[config.mk]
export PLATFORM = sky130hd
export DESIGN_NAME = barometric_pressure_compensation_core_flat
export DESIGN_NICKNAME = d
export VERILOG_FILES = /design/src/rtl/bpc_pkg.sv /design/src/rtl/bpc_if.sv /design/src/rtl/barometric_pressure_compensation_core.sv /design/src/rtl/bpc_ctrl.sv /design/src/rtl/bpc_dp.sv /design/src/flat_wrapper.sv
export SDC_FILE = /design/constraint.sdc
export NUM_CORES = 2
export LEC_CHECK = 0
export BUFFER_PORTS_ARGS = -buffer_cell sky130_fd_sc_hd__buf_2
export CAP_MARGIN = 10
export CORE_ASPECT_RATIO = 0.8
export CORE_MARGIN = 10
export CORE_UTILIZATION = 35
export DETAILED_ROUTE_END_ITERATION = 12
export GPL_TIMING_DRIVEN = 1
export SYNTH_ARGS = -nofsm -noshare
export SYNTH_HDL_FRONTEND = slang
export SYNTH_SLANG_ARGS = --single-unit
[constraint.sdc]
create_clock -name clk -period 16.2 [get_ports clk]
set_clock_uncertainty 0.15 [all_clocks]
set_input_delay 0.81 -clock clk [delete_from_list [all_inputs] [get_ports clk]]
set_output_delay 0.81 -clock clk [all_outputs]
set_load 0.02 [all_outputs]
[src/rtl/bpc_pkg.sv]
// ============================================================================
// bpc_pkg: shared types and constants
// Opcodes, controller states and the command/status structs of the core.
// ============================================================================
package bpc_pkg;

    localparam int unsigned CfgIdxW = 3;
    localparam int unsigned CfgDataW = 32;

    localparam logic [CfgIdxW-1:0] REG_AC1_AC2 = 3'd0;
    localparam logic [CfgIdxW-1:0] REG_AC3_AC4 = 3'd1;
    localparam logic [CfgIdxW-1:0] REG_AC5_AC6 = 3'd2;
    localparam logic [CfgIdxW-1:0] REG_B1_B2   = 3'd3;
    localparam logic [CfgIdxW-1:0] REG_MC_MD   = 3'd4;
    localparam logic [CfgIdxW-1:0] REG_OSS     = 3'd5;

    localparam logic ACT_TEMP  = 1'b0;
    localparam logic ACT_PRESS = 1'b1;

    // Datapath micro-operations. Each one but OP_NONE writes at least one working register.
    typedef enum logic [4:0] {
        OP_NONE,
        OP_T_X1,      // x1 = asr((ut-ac6)*ac5, 15)
        OP_T_DEN,     // den = x1 + md, load divider
        OP_T_FIN,     // b5 = x1 + q, temp value
        OP_P_B6,      // b6 = b5 - 4000
        OP_P_SQ,      // sq = asr(b6*b6, 12)
        OP_P_X1A,     // t1 = asr(b2*sq, 11)
        OP_P_X2A,     // t2 = asr(ac2*b6, 11)
        OP_P_B3,      // b3
        OP_P_X1B,     // t1 = asr(ac3*b6, 13)
        OP_P_X2B,     // t2 = asr(b1*sq, 16)
        OP_P_X3,      // t2 = asr(t1+t2+2, 2)
        OP_P_B4,      // b4
        OP_P_B7,      // b7, load divider
        OP_P_PQ,      // p from quotient
        OP_P_S1,      // t1 = asr(p,8)^2
        OP_P_S2,      // t1 = asr(t1*3038, 16)
        OP_P_S3,      // t2 = asr(-7357*p, 16)
        OP_P_FIN      // value = p + asr(t1+t2+3791, 4)
    } bpc_op_t;

    typedef enum logic [2:0] {
        ST_IDLE,
        ST_RUN,
        ST_DIV,
        ST_DIVWAIT,
        ST_OUT
    } bpc_state_t;

    typedef struct packed {
        logic    load;     // latch input beat
        bpc_op_t op;
        logic    div_step;
        logic    out_load;
    } bpc_cmd_t;

    typedef struct packed {
        logic div_zero;    // divisor loaded by last op is zero
        logic div_done;
        logic kind;
    } bpc_sts_t;

    localparam int unsigned DivSteps = 32;
    localparam int unsigned DivCntW = $clog2(DivSteps + 1);

endpackage

[src/rtl/bpc_if.sv]
// ============================================================================
// bpc_if: valid/ready stream channel
// Generic handshake channel carrying a packed payload.
// ============================================================================
interface bpc_if #(parameter int unsigned W = 1);
    logic         valid;
    logic         ready;
    logic [W-1:0] data;
    modport source (output valid, output data, input ready);
    modport sink   (input valid, input data, output ready);
endinterface

[src/rtl/barometric_pressure_compensation_core.sv]
// ============================================================================
// barometric_pressure_compensation_core: sensor fixed-point compensation
// Temperature and pressure compensation from raw readings and calibration.
// ============================================================================
//  channel  dir  payload
//  in       in   action[24], raw_reading[23:0]
//  out      out  kind[33], value[32:1], divide_error[0]
//  cfg      in   cfg_we, cfg_index[2:0], cfg_data[31:0]
//
// Each item runs one radix-2 division, which dominates its run time; the other
// ops use the single multiplier at most once each. A zero divisor skips the
// division. The next beat is accepted in the cycle after the result is loaded.
// Reset clears calibration to 0, oversampling to 2 and the stored b5 to 0.
// One item is in work at a time; a held result stalls only the next item.
module barometric_pressure_compensation_core (
    input  logic                          clk,
    input  logic                          rst_n,
    bpc_if.sink                           in_ch,
    bpc_if.source                         out_ch,
    input  logic                          cfg_we,
    input  logic [bpc_pkg::CfgIdxW-1:0]   cfg_index,
    input  logic [bpc_pkg::CfgDataW-1:0]  cfg_data
);

    bpc_pkg::bpc_cmd_t cmd;
    bpc_pkg::bpc_sts_t sts;
    logic              res_kind;
    logic signed [31:0] res_value;
    logic              res_err;

    bpc_ctrl u_ctrl (
        .clk       (clk),
        .rst_n     (rst_n),
        .in_valid  (in_ch.valid),
        .in_ready  (in_ch.ready),
        .out_valid (out_ch.valid),
        .out_ready (out_ch.ready),
        .sts       (sts),
        .cmd       (cmd)
    );

    bpc_dp u_dp (
        .clk       (clk),
        .rst_n     (rst_n),
        .cfg_we    (cfg_we),
        .cfg_index (cfg_index),
        .cfg_data  (cfg_data),
        .in_action (in_ch.data[24]),
        .in_raw    (in_ch.data[23:0]),
        .cmd       (cmd),
        .sts       (sts),
        .res_kind  (res_kind),
        .res_value (res_value),
        .res_err   (res_err)
    );

    assign out_ch.data = {res_kind, res_value, res_err};

endmodule

[src/rtl/bpc_ctrl.sv]
// ============================================================================
// bpc_ctrl: compensation sequencer
// Steps the datapath through the temperature or pressure op list.
// ============================================================================
module bpc_ctrl (
    input  logic                clk,
    input  logic                rst_n,
    input  logic                in_valid,
    output logic                in_ready,
    output logic                out_valid,
    input  logic                out_ready,
    input  bpc_pkg::bpc_sts_t   sts,
    output bpc_pkg::bpc_cmd_t   cmd
);

    bpc_pkg::bpc_state_t state_reg, state_next;
    bpc_pkg::bpc_op_t    op_reg, op_next;
    logic                out_valid_reg, out_valid_next;

    // Next op after the current one; OP_NONE ends the sequence.
    function automatic bpc_pkg::bpc_op_t succ(input bpc_pkg::bpc_op_t o);
        bpc_pkg::bpc_op_t r;
        case (o)
            bpc_pkg::OP_T_X1:  r = bpc_pkg::OP_T_DEN;
            bpc_pkg::OP_T_DEN: r = bpc_pkg::OP_T_FIN;
            bpc_pkg::OP_P_B6:  r = bpc_pkg::OP_P_SQ;
            bpc_pkg::OP_P_SQ:  r = bpc_pkg::OP_P_X1A;
            bpc_pkg::OP_P_X1A: r = bpc_pkg::OP_P_X2A;
            bpc_pkg::OP_P_X2A: r = bpc_pkg::OP_P_B3;
            bpc_pkg::OP_P_B3:  r = bpc_pkg::OP_P_X1B;
            bpc_pkg::OP_P_X1B: r = bpc_pkg::OP_P_X2B;
            bpc_pkg::OP_P_X2B: r = bpc_pkg::OP_P_X3;
            bpc_pkg::OP_P_X3:  r = bpc_pkg::OP_P_B4;
            bpc_pkg::OP_P_B4:  r = bpc_pkg::OP_P_B7;
            bpc_pkg::OP_P_B7:  r = bpc_pkg::OP_P_PQ;
            bpc_pkg::OP_P_PQ:  r = bpc_pkg::OP_P_S1;
            bpc_pkg::OP_P_S1:  r = bpc_pkg::OP_P_S2;
            bpc_pkg::OP_P_S2:  r = bpc_pkg::OP_P_S3;
            bpc_pkg::OP_P_S3:  r = bpc_pkg::OP_P_FIN;
            default:           r = bpc_pkg::OP_NONE;
        endcase
        return r;
    endfunction

    always_comb
    begin
        state_next = state_reg;
        op_next = op_reg;
        case (state_reg)
            bpc_pkg::ST_IDLE:
            begin
                if (in_valid)
                begin
                    state_next = bpc_pkg::ST_RUN;
                    op_next = bpc_pkg::OP_NONE;
                end
            end
            bpc_pkg::ST_RUN:
            begin
                if (op_reg == bpc_pkg::OP_NONE)
                    op_next = (sts.kind == bpc_pkg::ACT_TEMP) ? bpc_pkg::OP_T_X1
                                                              : bpc_pkg::OP_P_B6;
                else if (op_reg == bpc_pkg::OP_T_DEN || op_reg == bpc_pkg::OP_P_B7)
                    state_next = bpc_pkg::ST_DIVWAIT;
                else if (op_reg == bpc_pkg::OP_P_B4 && sts.div_zero)
                    state_next = bpc_pkg::ST_OUT;
                else if (succ(op_reg) == bpc_pkg::OP_NONE)
                    state_next = bpc_pkg::ST_OUT;
                else
                    op_next = succ(op_reg);
            end
            bpc_pkg::ST_DIVWAIT:
            begin
                // Zero divisor ends the item with an error result.
                if (sts.div_zero)
                    state_next = bpc_pkg::ST_OUT;
                else
                    state_next = bpc_pkg::ST_DIV;
            end
            bpc_pkg::ST_DIV:
            begin
                if (sts.div_done)
                begin
                    state_next = bpc_pkg::ST_RUN;
                    op_next = succ(op_reg);
                end
            end
            bpc_pkg::ST_OUT:
            begin
                if (!out_valid_reg || out_ready)
                    state_next = bpc_pkg::ST_IDLE;
            end
            default: state_next = bpc_pkg::ST_IDLE;
        endcase
    end

    always_comb
    begin
        cmd = '0;
        in_ready = 1'b0;
        out_valid_next = out_valid_reg && !out_ready;
        case (state_reg)
            bpc_pkg::ST_IDLE:
            begin
                in_ready = 1'b1;
                cmd.load = in_valid;
            end
            bpc_pkg::ST_RUN:
            begin
                cmd.op = op_reg;
            end
            bpc_pkg::ST_DIV:
            begin
                cmd.div_step = 1'b1;
            end
            bpc_pkg::ST_OUT:
            begin
                if (!out_valid_reg || out_ready)
                begin
                    cmd.out_load = 1'b1;
                    out_valid_next = 1'b1;
                end
            end
            default: ;
        endcase
    end

    assign out_valid = out_valid_reg;

    always_ff @(posedge clk or negedge rst_n)
    begin
        if (!rst_n)
        begin
            state_reg <= bpc_pkg::ST_IDLE;
            op_reg <= bpc_pkg::OP_NONE;
            out_valid_reg <= 1'b0;
        end
        else
        begin
            state_reg <= state_next;
            op_reg <= op_next;
            out_valid_reg <= out_valid_next;
        end
    end

    a_div_only_in_div: assert property (@(posedge clk) disable iff (!rst_n)
        cmd.div_step |-> state_reg == bpc_pkg::ST_DIV)
        else $error("divider stepped outside division state");
    a_load_idle: assert property (@(posedge clk) disable iff (!rst_n)
        cmd.load |=> state_reg == bpc_pkg::ST_RUN)
        else $error("accepted beat did not start a run");
    a_out_hold: assert property (@(posedge clk) disable iff (!rst_n)
        out_valid_reg && !out_ready |=> out_valid_reg)
        else $error("result beat dropped while stalled");

endmodule

[src/rtl/bpc_dp.sv]
// ============================================================================
// bpc_dp: compensation datapath
// Calibration registers, working registers, one multiplier and a radix-2
// unsigned divider.
// ============================================================================
module bpc_dp (
    input  logic                          clk,
    input  logic                          rst_n,
    input  logic                          cfg_we,
    input  logic [bpc_pkg::CfgIdxW-1:0]   cfg_index,
    input  logic [bpc_pkg::CfgDataW-1:0]  cfg_data,
    input  logic                          in_action,
    input  logic [23:0]                   in_raw,
    input  bpc_pkg::bpc_cmd_t             cmd,
    output bpc_pkg::bpc_sts_t             sts,
    output logic                          res_kind,
    output logic signed [31:0]            res_value,
    output logic                          res_err
);

    logic [31:0] ac12_reg, ac34_reg, ac56_reg, b12_reg, mcmd_reg;
    logic [1:0]  oss_reg;
    logic signed [31:0] b5_reg;
    logic        kind_reg;
    logic [23:0] raw_reg;
    logic signed [31:0] x1_reg, t1_reg, t2_reg, sq_reg, b6_reg, b3_reg, b4_reg, p_reg;
    logic [31:0] val_reg;
    logic        err_reg;
    logic signed [31:0] val_next;
    logic        err_next;
    logic        zero_reg;

    // Divider: unsigned restoring, one quotient bit a cycle.
    logic [31:0] dq_reg, dd_reg, dr_reg;
    logic        dneg_reg;
    logic [bpc_pkg::DivCntW-1:0] dcnt_reg;
    logic [32:0] dtrial;
    logic [31:0] drem_sh;

    logic signed [31:0] ma, mb;
    logic signed [63:0] prod;
    logic signed [31:0] pl;

    logic signed [31:0] ac1, ac2, ac3, b1, b2, mc, md, ac4, ac5, ac6;
    logic [31:0] up, quot;

    assign ac1 = {{16{ac12_reg[31]}}, ac12_reg[31:16]};
    assign ac2 = {{16{ac12_reg[15]}}, ac12_reg[15:0]};
    assign ac3 = {{16{ac34_reg[31]}}, ac34_reg[31:16]};
    assign ac4 = {16'd0, ac34_reg[15:0]};
    assign ac5 = {16'd0, ac56_reg[31:16]};
    assign ac6 = {16'd0, ac56_reg[15:0]};
    assign b1  = {{16{b12_reg[31]}}, b12_reg[31:16]};
    assign b2  = {{16{b12_reg[15]}}, b12_reg[15:0]};
    assign mc  = {{16{mcmd_reg[31]}}, mcmd_reg[31:16]};
    assign md  = {{16{mcmd_reg[15]}}, mcmd_reg[15:0]};
    assign up  = {8'd0, raw_reg} >> (4'd8 - {2'd0, oss_reg});
    assign quot = dneg_reg ? (32'd0 - dq_reg) : dq_reg;

    // Operand select for the single 32x32 multiplier.
    always_comb
    begin
        ma = '0;
        mb = '0;
        case (cmd.op)
            bpc_pkg::OP_T_X1:  begin ma = $signed({16'd0, raw_reg[15:0]}) - ac6; mb = ac5; end
            bpc_pkg::OP_P_SQ:  begin ma = b6_reg; mb = b6_reg; end
            bpc_pkg::OP_P_X1A: begin ma = b2; mb = sq_reg; end
            bpc_pkg::OP_P_X2A: begin ma = ac2; mb = b6_reg; end
            bpc_pkg::OP_P_X1B: begin ma = ac3; mb = b6_reg; end
            bpc_pkg::OP_P_X2B: begin ma = b1; mb = sq_reg; end
            bpc_pkg::OP_P_B4:  begin ma = ac4; mb = t2_reg + 32'sd32768; end
            bpc_pkg::OP_P_B7:  begin ma = $signed(up) - b3_reg;
                                     mb = $signed(32'd50000 >> oss_reg); end
            bpc_pkg::OP_P_S1:  begin ma = p_reg >>> 8; mb = p_reg >>> 8; end
            bpc_pkg::OP_P_S2:  begin ma = t1_reg; mb = 32'sd3038; end
            bpc_pkg::OP_P_S3:  begin ma = -32'sd7357; mb = p_reg; end
            default: ;
        endcase
    end
    assign prod = ma * mb;
    assign pl = prod[31:0];

    assign dtrial = {1'b0, drem_sh} - {1'b0, dd_reg};
    assign drem_sh = {dr_reg[30:0], dq_reg[31]};

    assign val_next = (kind_reg == bpc_pkg::ACT_TEMP)
                    ? ((x1_reg + $signed(quot) + 32'sd8) >>> 4)
                    : (p_reg + ((t1_reg + t2_reg + 32'sd3791) >>> 4));
    assign err_next = zero_reg;

    always_ff @(posedge clk or negedge rst_n)
    begin
        if (!rst_n)
        begin
            ac12_reg <= '0;
            ac34_reg <= '0;
            ac56_reg <= '0;
            b12_reg <= '0;
            mcmd_reg <= '0;
            oss_reg <= 2'd2;
            b5_reg <= '0;
            dcnt_reg <= '0;
            zero_reg <= 1'b0;
        end
        else
        begin
            if (cfg_we)
            begin
                case (cfg_index)
                    bpc_pkg::REG_AC1_AC2: ac12_reg <= cfg_data;
                    bpc_pkg::REG_AC3_AC4: ac34_reg <= cfg_data;
                    bpc_pkg::REG_AC5_AC6: ac56_reg <= cfg_data;
                    bpc_pkg::REG_B1_B2:   b12_reg <= cfg_data;
                    bpc_pkg::REG_MC_MD:   mcmd_reg <= cfg_data;
                    bpc_pkg::REG_OSS:     oss_reg <= cfg_data[1:0];
                    default: ;
                endcase
            end
            if (cmd.load)
                zero_reg <= 1'b0;
            case (cmd.op)
                bpc_pkg::OP_T_DEN:
                begin
                    zero_reg <= (x1_reg + md) == 32'sd0;
                    dcnt_reg <= bpc_pkg::DivCntW'(bpc_pkg::DivSteps);
                end
                bpc_pkg::OP_T_FIN: b5_reg <= x1_reg + quot;
                bpc_pkg::OP_P_B4:  zero_reg <= pl[31:15] == 17'd0;
                bpc_pkg::OP_P_B7:  dcnt_reg <= bpc_pkg::DivCntW'(bpc_pkg::DivSteps);
                default: ;
            endcase
            if (cmd.div_step)
                dcnt_reg <= dcnt_reg - 1'b1;
        end
    end

    always_ff @(posedge clk)
    begin
        if (cmd.load)
        begin
            kind_reg <= in_action;
            raw_reg <= in_raw;
        end
        case (cmd.op)
            bpc_pkg::OP_T_X1:  x1_reg <= pl >>> 15;
            bpc_pkg::OP_T_DEN:
            begin
                // Signed division done on magnitudes.
                dd_reg <= ((x1_reg + md) < 0) ? 32'(-(x1_reg + md)) : 32'(x1_reg + md);
                dq_reg <= (mc[20] ? 32'(-(mc <<< 11)) : 32'(mc <<< 11));
                dneg_reg <= mc[20] ^ ((x1_reg + md) < 0);
                dr_reg <= '0;
            end
            bpc_pkg::OP_P_B6:  b6_reg <= b5_reg - 32'sd4000;
            bpc_pkg::OP_P_SQ:  sq_reg <= pl >>> 12;
            bpc_pkg::OP_P_X1A: t1_reg <= pl >>> 11;
            bpc_pkg::OP_P_X2A: t2_reg <= pl >>> 11;
            bpc_pkg::OP_P_B3:  b3_reg <= ((((ac1 <<< 2) + t1_reg + t2_reg) <<< oss_reg)
                                         + 32'sd2) >>> 2;
            bpc_pkg::OP_P_X1B: t1_reg <= pl >>> 13;
            bpc_pkg::OP_P_X2B: t2_reg <= pl >>> 16;
            bpc_pkg::OP_P_X3:  t2_reg <= (t1_reg + t2_reg + 32'sd2) >>> 2;
            bpc_pkg::OP_P_B4:  b4_reg <= $signed({15'd0, pl[31:15]});
            bpc_pkg::OP_P_B7:
            begin
                // Unsigned divide; b7 below 2^31 is doubled first.
                dd_reg <= b4_reg;
                dq_reg <= pl[31] ? pl : {pl[30:0], 1'b0};
                p_reg <= {31'd0, pl[31]};
                dneg_reg <= 1'b0;
                dr_reg <= '0;
            end
            bpc_pkg::OP_P_PQ:  p_reg <= p_reg[0] ? $signed({dq_reg[30:0], 1'b0})
                                                 : $signed(dq_reg);
            bpc_pkg::OP_P_S1:  t1_reg <= pl;
            bpc_pkg::OP_P_S2:  t1_reg <= pl >>> 16;
            bpc_pkg::OP_P_S3:  t2_reg <= pl >>> 16;
            default: ;
        endcase
        if (cmd.div_step)
        begin
            if (!dtrial[32])
            begin
                dr_reg <= dtrial[31:0];
                dq_reg <= {dq_reg[30:0], 1'b1};
            end
            else
            begin
                dr_reg <= drem_sh;
                dq_reg <= {dq_reg[30:0], 1'b0};
            end
        end
        if (cmd.op == bpc_pkg::OP_P_FIN || cmd.op == bpc_pkg::OP_T_FIN)
        begin
            val_reg <= zero_reg ? 32'd0 : val_next;
            err_reg <= err_next;
        end
        if (cmd.out_load)
        begin
            res_kind <= kind_reg;
            res_value <= zero_reg ? 32'sd0 : $signed(val_reg);
            res_err <= err_reg & zero_reg | zero_reg;
        end
    end

    assign sts.div_zero = zero_reg;
    assign sts.div_done = dcnt_reg == bpc_pkg::DivCntW'(1);
    assign sts.kind = kind_reg;

    a_zero_no_step: assert property (@(posedge clk) disable iff (!rst_n)
        cmd.div_step |-> dd_reg != 32'd0)
        else $error("divider running on zero divisor");
    a_cnt_live: assert property (@(posedge clk) disable iff (!rst_n)
        cmd.div_step |-> dcnt_reg != '0)
        else $error("divider count underflow");
    a_err_value: assert property (@(posedge clk) disable iff (!rst_n)
        $past(cmd.out_load) && res_err |-> res_value == 32'sd0)
        else $error("error result carries nonzero value");

endmodule

[src/flat_wrapper.sv]
// flat-port wrapper written by rule: the top's interface ports become plain ports
module barometric_pressure_compensation_core_flat 
  (clk, rst_n, cfg_we, cfg_index, cfg_data, in_ch_valid, in_ch_data, in_ch_ready, out_ch_valid, out_ch_data, out_ch_ready);
  bpc_if #(.W(25)) in_ch_i ();
  bpc_if #(.W(34)) out_ch_i ();
  input  logic clk;
  input  logic rst_n;
  input  logic cfg_we;
  input  logic [bpc_pkg::CfgIdxW-1:0] cfg_index;
  input  logic [bpc_pkg::CfgDataW-1:0] cfg_data;
  input wire logic [$bits(in_ch_i.valid)-1:0] in_ch_valid;
  input wire logic [$bits(in_ch_i.data)-1:0] in_ch_data;
  output wire logic [$bits(in_ch_i.ready)-1:0] in_ch_ready;
  output wire logic [$bits(out_ch_i.valid)-1:0] out_ch_valid;
  output wire logic [$bits(out_ch_i.data)-1:0] out_ch_data;
  input wire logic [$bits(out_ch_i.ready)-1:0] out_ch_ready;
  assign in_ch_i.valid = in_ch_valid;
  assign in_ch_i.data = in_ch_data;
  assign in_ch_ready = in_ch_i.ready;
  assign out_ch_valid = out_ch_i.valid;
  assign out_ch_data = out_ch_i.data;
  assign out_ch_i.ready = out_ch_ready;
  barometric_pressure_compensation_core u_core (.clk(clk), .rst_n(rst_n), .in_ch(in_ch_i), .out_ch(out_ch_i), .cfg_we(cfg_we), .cfg_index(cfg_index), .cfg_data(cfg_data));
endmodule
==> impl_metrics.py <==
metrics = {
    "power_and_ir_drop": {
        "pwr-share-seq_pct": 26.1,
        "p_sw_share_pct": 46.6,
        "leakagePower_nw": 28.0,
        "peakVddDrop_mv": 0.115,
        "clockPowerShare_pct": 19.9,
        "p_sw_mw": 4.13,
        "p_comb_share_pct": 54.0,
        "power.density_nw_per_um2": 135,
        "p_int_mw": 4.74,
    },
    "sta": {
        "hold_slack_ns": -0.000574,
        "slew_violations": 0,
        "hold_viol_final": 1,
        "setup_tns_ns": 0,
        "rsz0062_at_grt": "no",
        "maxSlewHeadroom_pct": 1.38,
        "worstMarginPinSlew_ns": 1.47,
        "finalCritPeriodShare_pct": 93.3,
        "fmax_mhz": 66.2,
        "min_period_ns": 15.11,
        "setup_violations": 0,
    },
    "synth": {
        "synthCells": 6362,
        "ys_ff_latch": 607,
        "netlist.area_leader.share_pct": 20.0,
        "synth_area_leaders": "edfxtp_1 (20%), fa_1 (16%), dfrtp_1 (8.8%)",
        "syn_area_um2": 59700,
        "async_flop_share_pct": 34.6,
        "synth_seq_area_share_pct": 28.8,
        "synth_largest_area_cell": "edfxtp_1",
        "yosysWarnings": 0,
        "postSynthAreaPerCell_um2": 9.38,
        "synth_ff_type": "edfxtp_1",
        "synth_cell_type_count": 99,
        "synth_edf_count": 397,
    },
    "routing": {
        "drt_iter0_drc": 6219,
        "drc_errors": 0,
        "wl_um": 222000,
        "ant_nets": 0,
        "firstDrtPassIters": 8,
        "dr_total_vias": 49700,
        "drt-wirelength-per-cell_um": 25.4,
        "vias_per_cell": 5.69,
    },
    "final_layout": {
        "fillerInstances": 16900,
        "final_cells": 8744,
        "multi_input_area_um2": 38900,
        "syn_to_final_growth_pct": 10.4,
        "fin_nets": 7363,
        "fin_util_pct": 38.9,
        "ff_latch_area_um2": 17200,
        "layout-drive-gt1-share_pct": 9.89,
    },
    "outcome": {
        "violations": "hold timing",
        "status": "finished with violations",
    },
    "clock_tree": {
        "postCtsSetupBuffers": 0,
        "cts_max_level": 3,
        "cts_root_buffer": "clkbuf_16",
        "cts.clk_slew.worst_paths_ns": 0.06,
        "clock_path_buffers": 3,
        "cts_resized": 0,
        "hold_buffers": 0,
        "tritoncts": "built",
        "clk_latency_ns": 0.70,
        "numCtsBuffers": 74,
        "clkSinkCount": 607,
    },
    "die": {
        "die_y_um": 389,
        "initial_core_util_pct": 35.2,
        "coreArea_um2": 169000,
        "die_w_um": 482,
        "die_area_um2": 188000,
        "rows": 135,
        "io_pins": 101,
    },
    "worst_setup_path": {
        "cp-end-kind": "flip-flop",
        "path_buf_inv": 7,
        "reg2regPathDepth": 46,
        "cpPeakStageDelay_ns": 0.86,
        "path_max_fanout": 40,
        "start_kind": "flip-flop",
        "r2r_end": "u_core.u_dp.t2_reg[27]",
        "rrSetupSlack_ns": 1.09,
        "worstReg2RegStart": "u_core.u_dp.oss_reg[0]",
        "cpMostUsedCell": "fa_1",
        "cp_slowest_cell": "ha_1",
        "cp.arrival_ns": 15.34,
        "worst-setup-path-type": "flip-flop to flip-flop",
        "crit_required_ns": 16.43,
        "crit_family": "adder cells",
    },
    "global_routing": {
        "first_global_vias": 49000,
        "grt.total_usage_pct": 23.2,
        "antenna_found_initial": 20,
        "grt_first_pass_wirelength_um": 327000,
        "globalRoute.totalOverflow": 0,
        "grt_start_max_net_pins": 86,
    },
    "worst_hold_path": {
        "hold_path_class": "input port to async pin",
    },
    "placement": {
        "dp_cells": 8594,
        "hpwl_um": 174000,
        "port_buffers": 100,
        "gp_congestion": 0.992,
    },
    "run": {
        "maxCapViolations": 0,
    },
}
[layer usage]
layer	wire [um]	vias up	share of wire, %	GRT usage (%)
met3	23300	489	11	5.38
met5	189	-	0.085	0.387
li1	-	21800	-	-
met4	9390	16	4.2	8.45
met2	94200	2548	42	34.7
met1	95000	24800	43	32.5
[cells in the mapped netlist (23+ instances only)]
cell / number
mux2_2: 170
a21o_1: 81
nand2_1: 567
ha_1: 414
or2_2: 45
a221oi_1: 28
a21oi_1: 299
nor2_1: 630
mux2i_1: 119
and2_1: 43
o31ai_1: 34
nor3_1: 77
o21a_1: 33
nand4_1: 27
xor2_1: 152
nand2b_1: 66
dfrtp_1: 209
inv_1: 785
fa_1: 473
and3_1: 33
a222oi_1: 25
a31oi_1: 43
a22oi_1: 52
clkbuf_1: 207
nand3_1: 130
buf_1: 30
a211oi_1: 55
edfxtp_1: 397
o22ai_1: 36
nor2b_1: 81
o211ai_1: 23
o21bai_1: 42
xnor2_1: 293
o21ai_0: 248
or3_1: 31
[worst max path at each step]
| stage | startpoint | endpoint | slack, ns | cells past startpoint |
|---|---|---|---|---|
| final | u_core.u_dp.oss_reg[0] | u_core.u_dp.t2_reg[27] | 1.09 | 46 |
| after global routing | u_core.u_dp.oss_reg[0] | u_core.u_dp.t2_reg[26] | 0.04 | 47 |
| after CTS | u_core.u_dp.oss_reg[0] | u_core.u_dp.t2_reg[25] | 0.91 | 46 |
| after detailed placement | u_core.u_dp.oss_reg[0] | u_core.u_dp.t2_reg[30] | 0.91 | 46 |
| after global placement | u_core.u_dp.oss_reg[0] | u_core.u_dp.t2_reg[28] | 1.17 | 47 |
| after floorplan | u_core.u_dp.oss_reg[0] | u_core.u_dp.dq_reg[11] | 3.18 | 51 |
[cell type report]
cell class | count | share of cell area [%]
clock buffers | 95 | 3.04
inverters | 792 | 4.52
multi-input cells | 4709 | 59.0
repair buffers | 227 | 2.22
clock inverters | 43 | 0.819
flip-flops and latches | 607 | 26.1
well taps | 2260 | 4.29
diodes | 11 | 0.0418
[cell families after synthesis]
| family | after synthesis | share of synthesized area (%) |
|---|---|---|
| AOI/OAI and AO/OA | 1203 | 13.2 |
| xor gates and xnor gates | 457 | 6.98 |
| adders and majority gates | 887 | 24.5 |
| buffers and inverters | 1063 | 6.83 |
| DFF | 607 | 28.8 |
| muxes | 289 | 5.20 |
| other | 1 | 0.00628 |
| and+or+nand+nor | 1855 | 14.4 |
[per-stage QoR]
step                cell area (um2)  setup WS (ns)  hold slack (ns)  power [mW]
floorplan                     59800           3.18            0.269        5.32
global placement              63300           1.17            0.275        6.94
detailed placement            63300          0.915            0.279        7.00
CTS                           65800          0.908          0.00835        8.79
global route                  65900         0.0441           0.0437        9.38
finish                        65900           1.09        -0.000574        8.87
[layout by cell type, fill, tap and decap left out, types with 119 or more instances in the layout]
master,Yosys,routed
a21oi_1,299,296
buf_4,9,127
dfrtp_1,209,207
edfxtp_1,397,397
fa_1,473,473
ha_1,414,414
inv_1,785,785
mux2_2,170,170
mux2i_1,119,119
nand2_1,567,566
nand3_1,130,128
nor2_1,630,626
o21ai_0,248,247
xnor2_1,293,287
xor2_1,152,148
[power groups by stage]
| stage | Sequential (mW) | Combinational [mW] | Clock (mW) |
|---|---|---|---|
| global route | 2.33 | 5.19 | 1.85 |
| detailed placement | 2.33 | 4.67 | 0 |
| floorplan | 2.23 | 3.10 | 0 |
| CTS | 2.30 | 4.70 | 1.79 |
| global placement | 2.32 | 4.61 | 0 |
| finish | 2.31 | 4.79 | 1.77 |
Note: power is estimated with default switching activity, not from simulation.
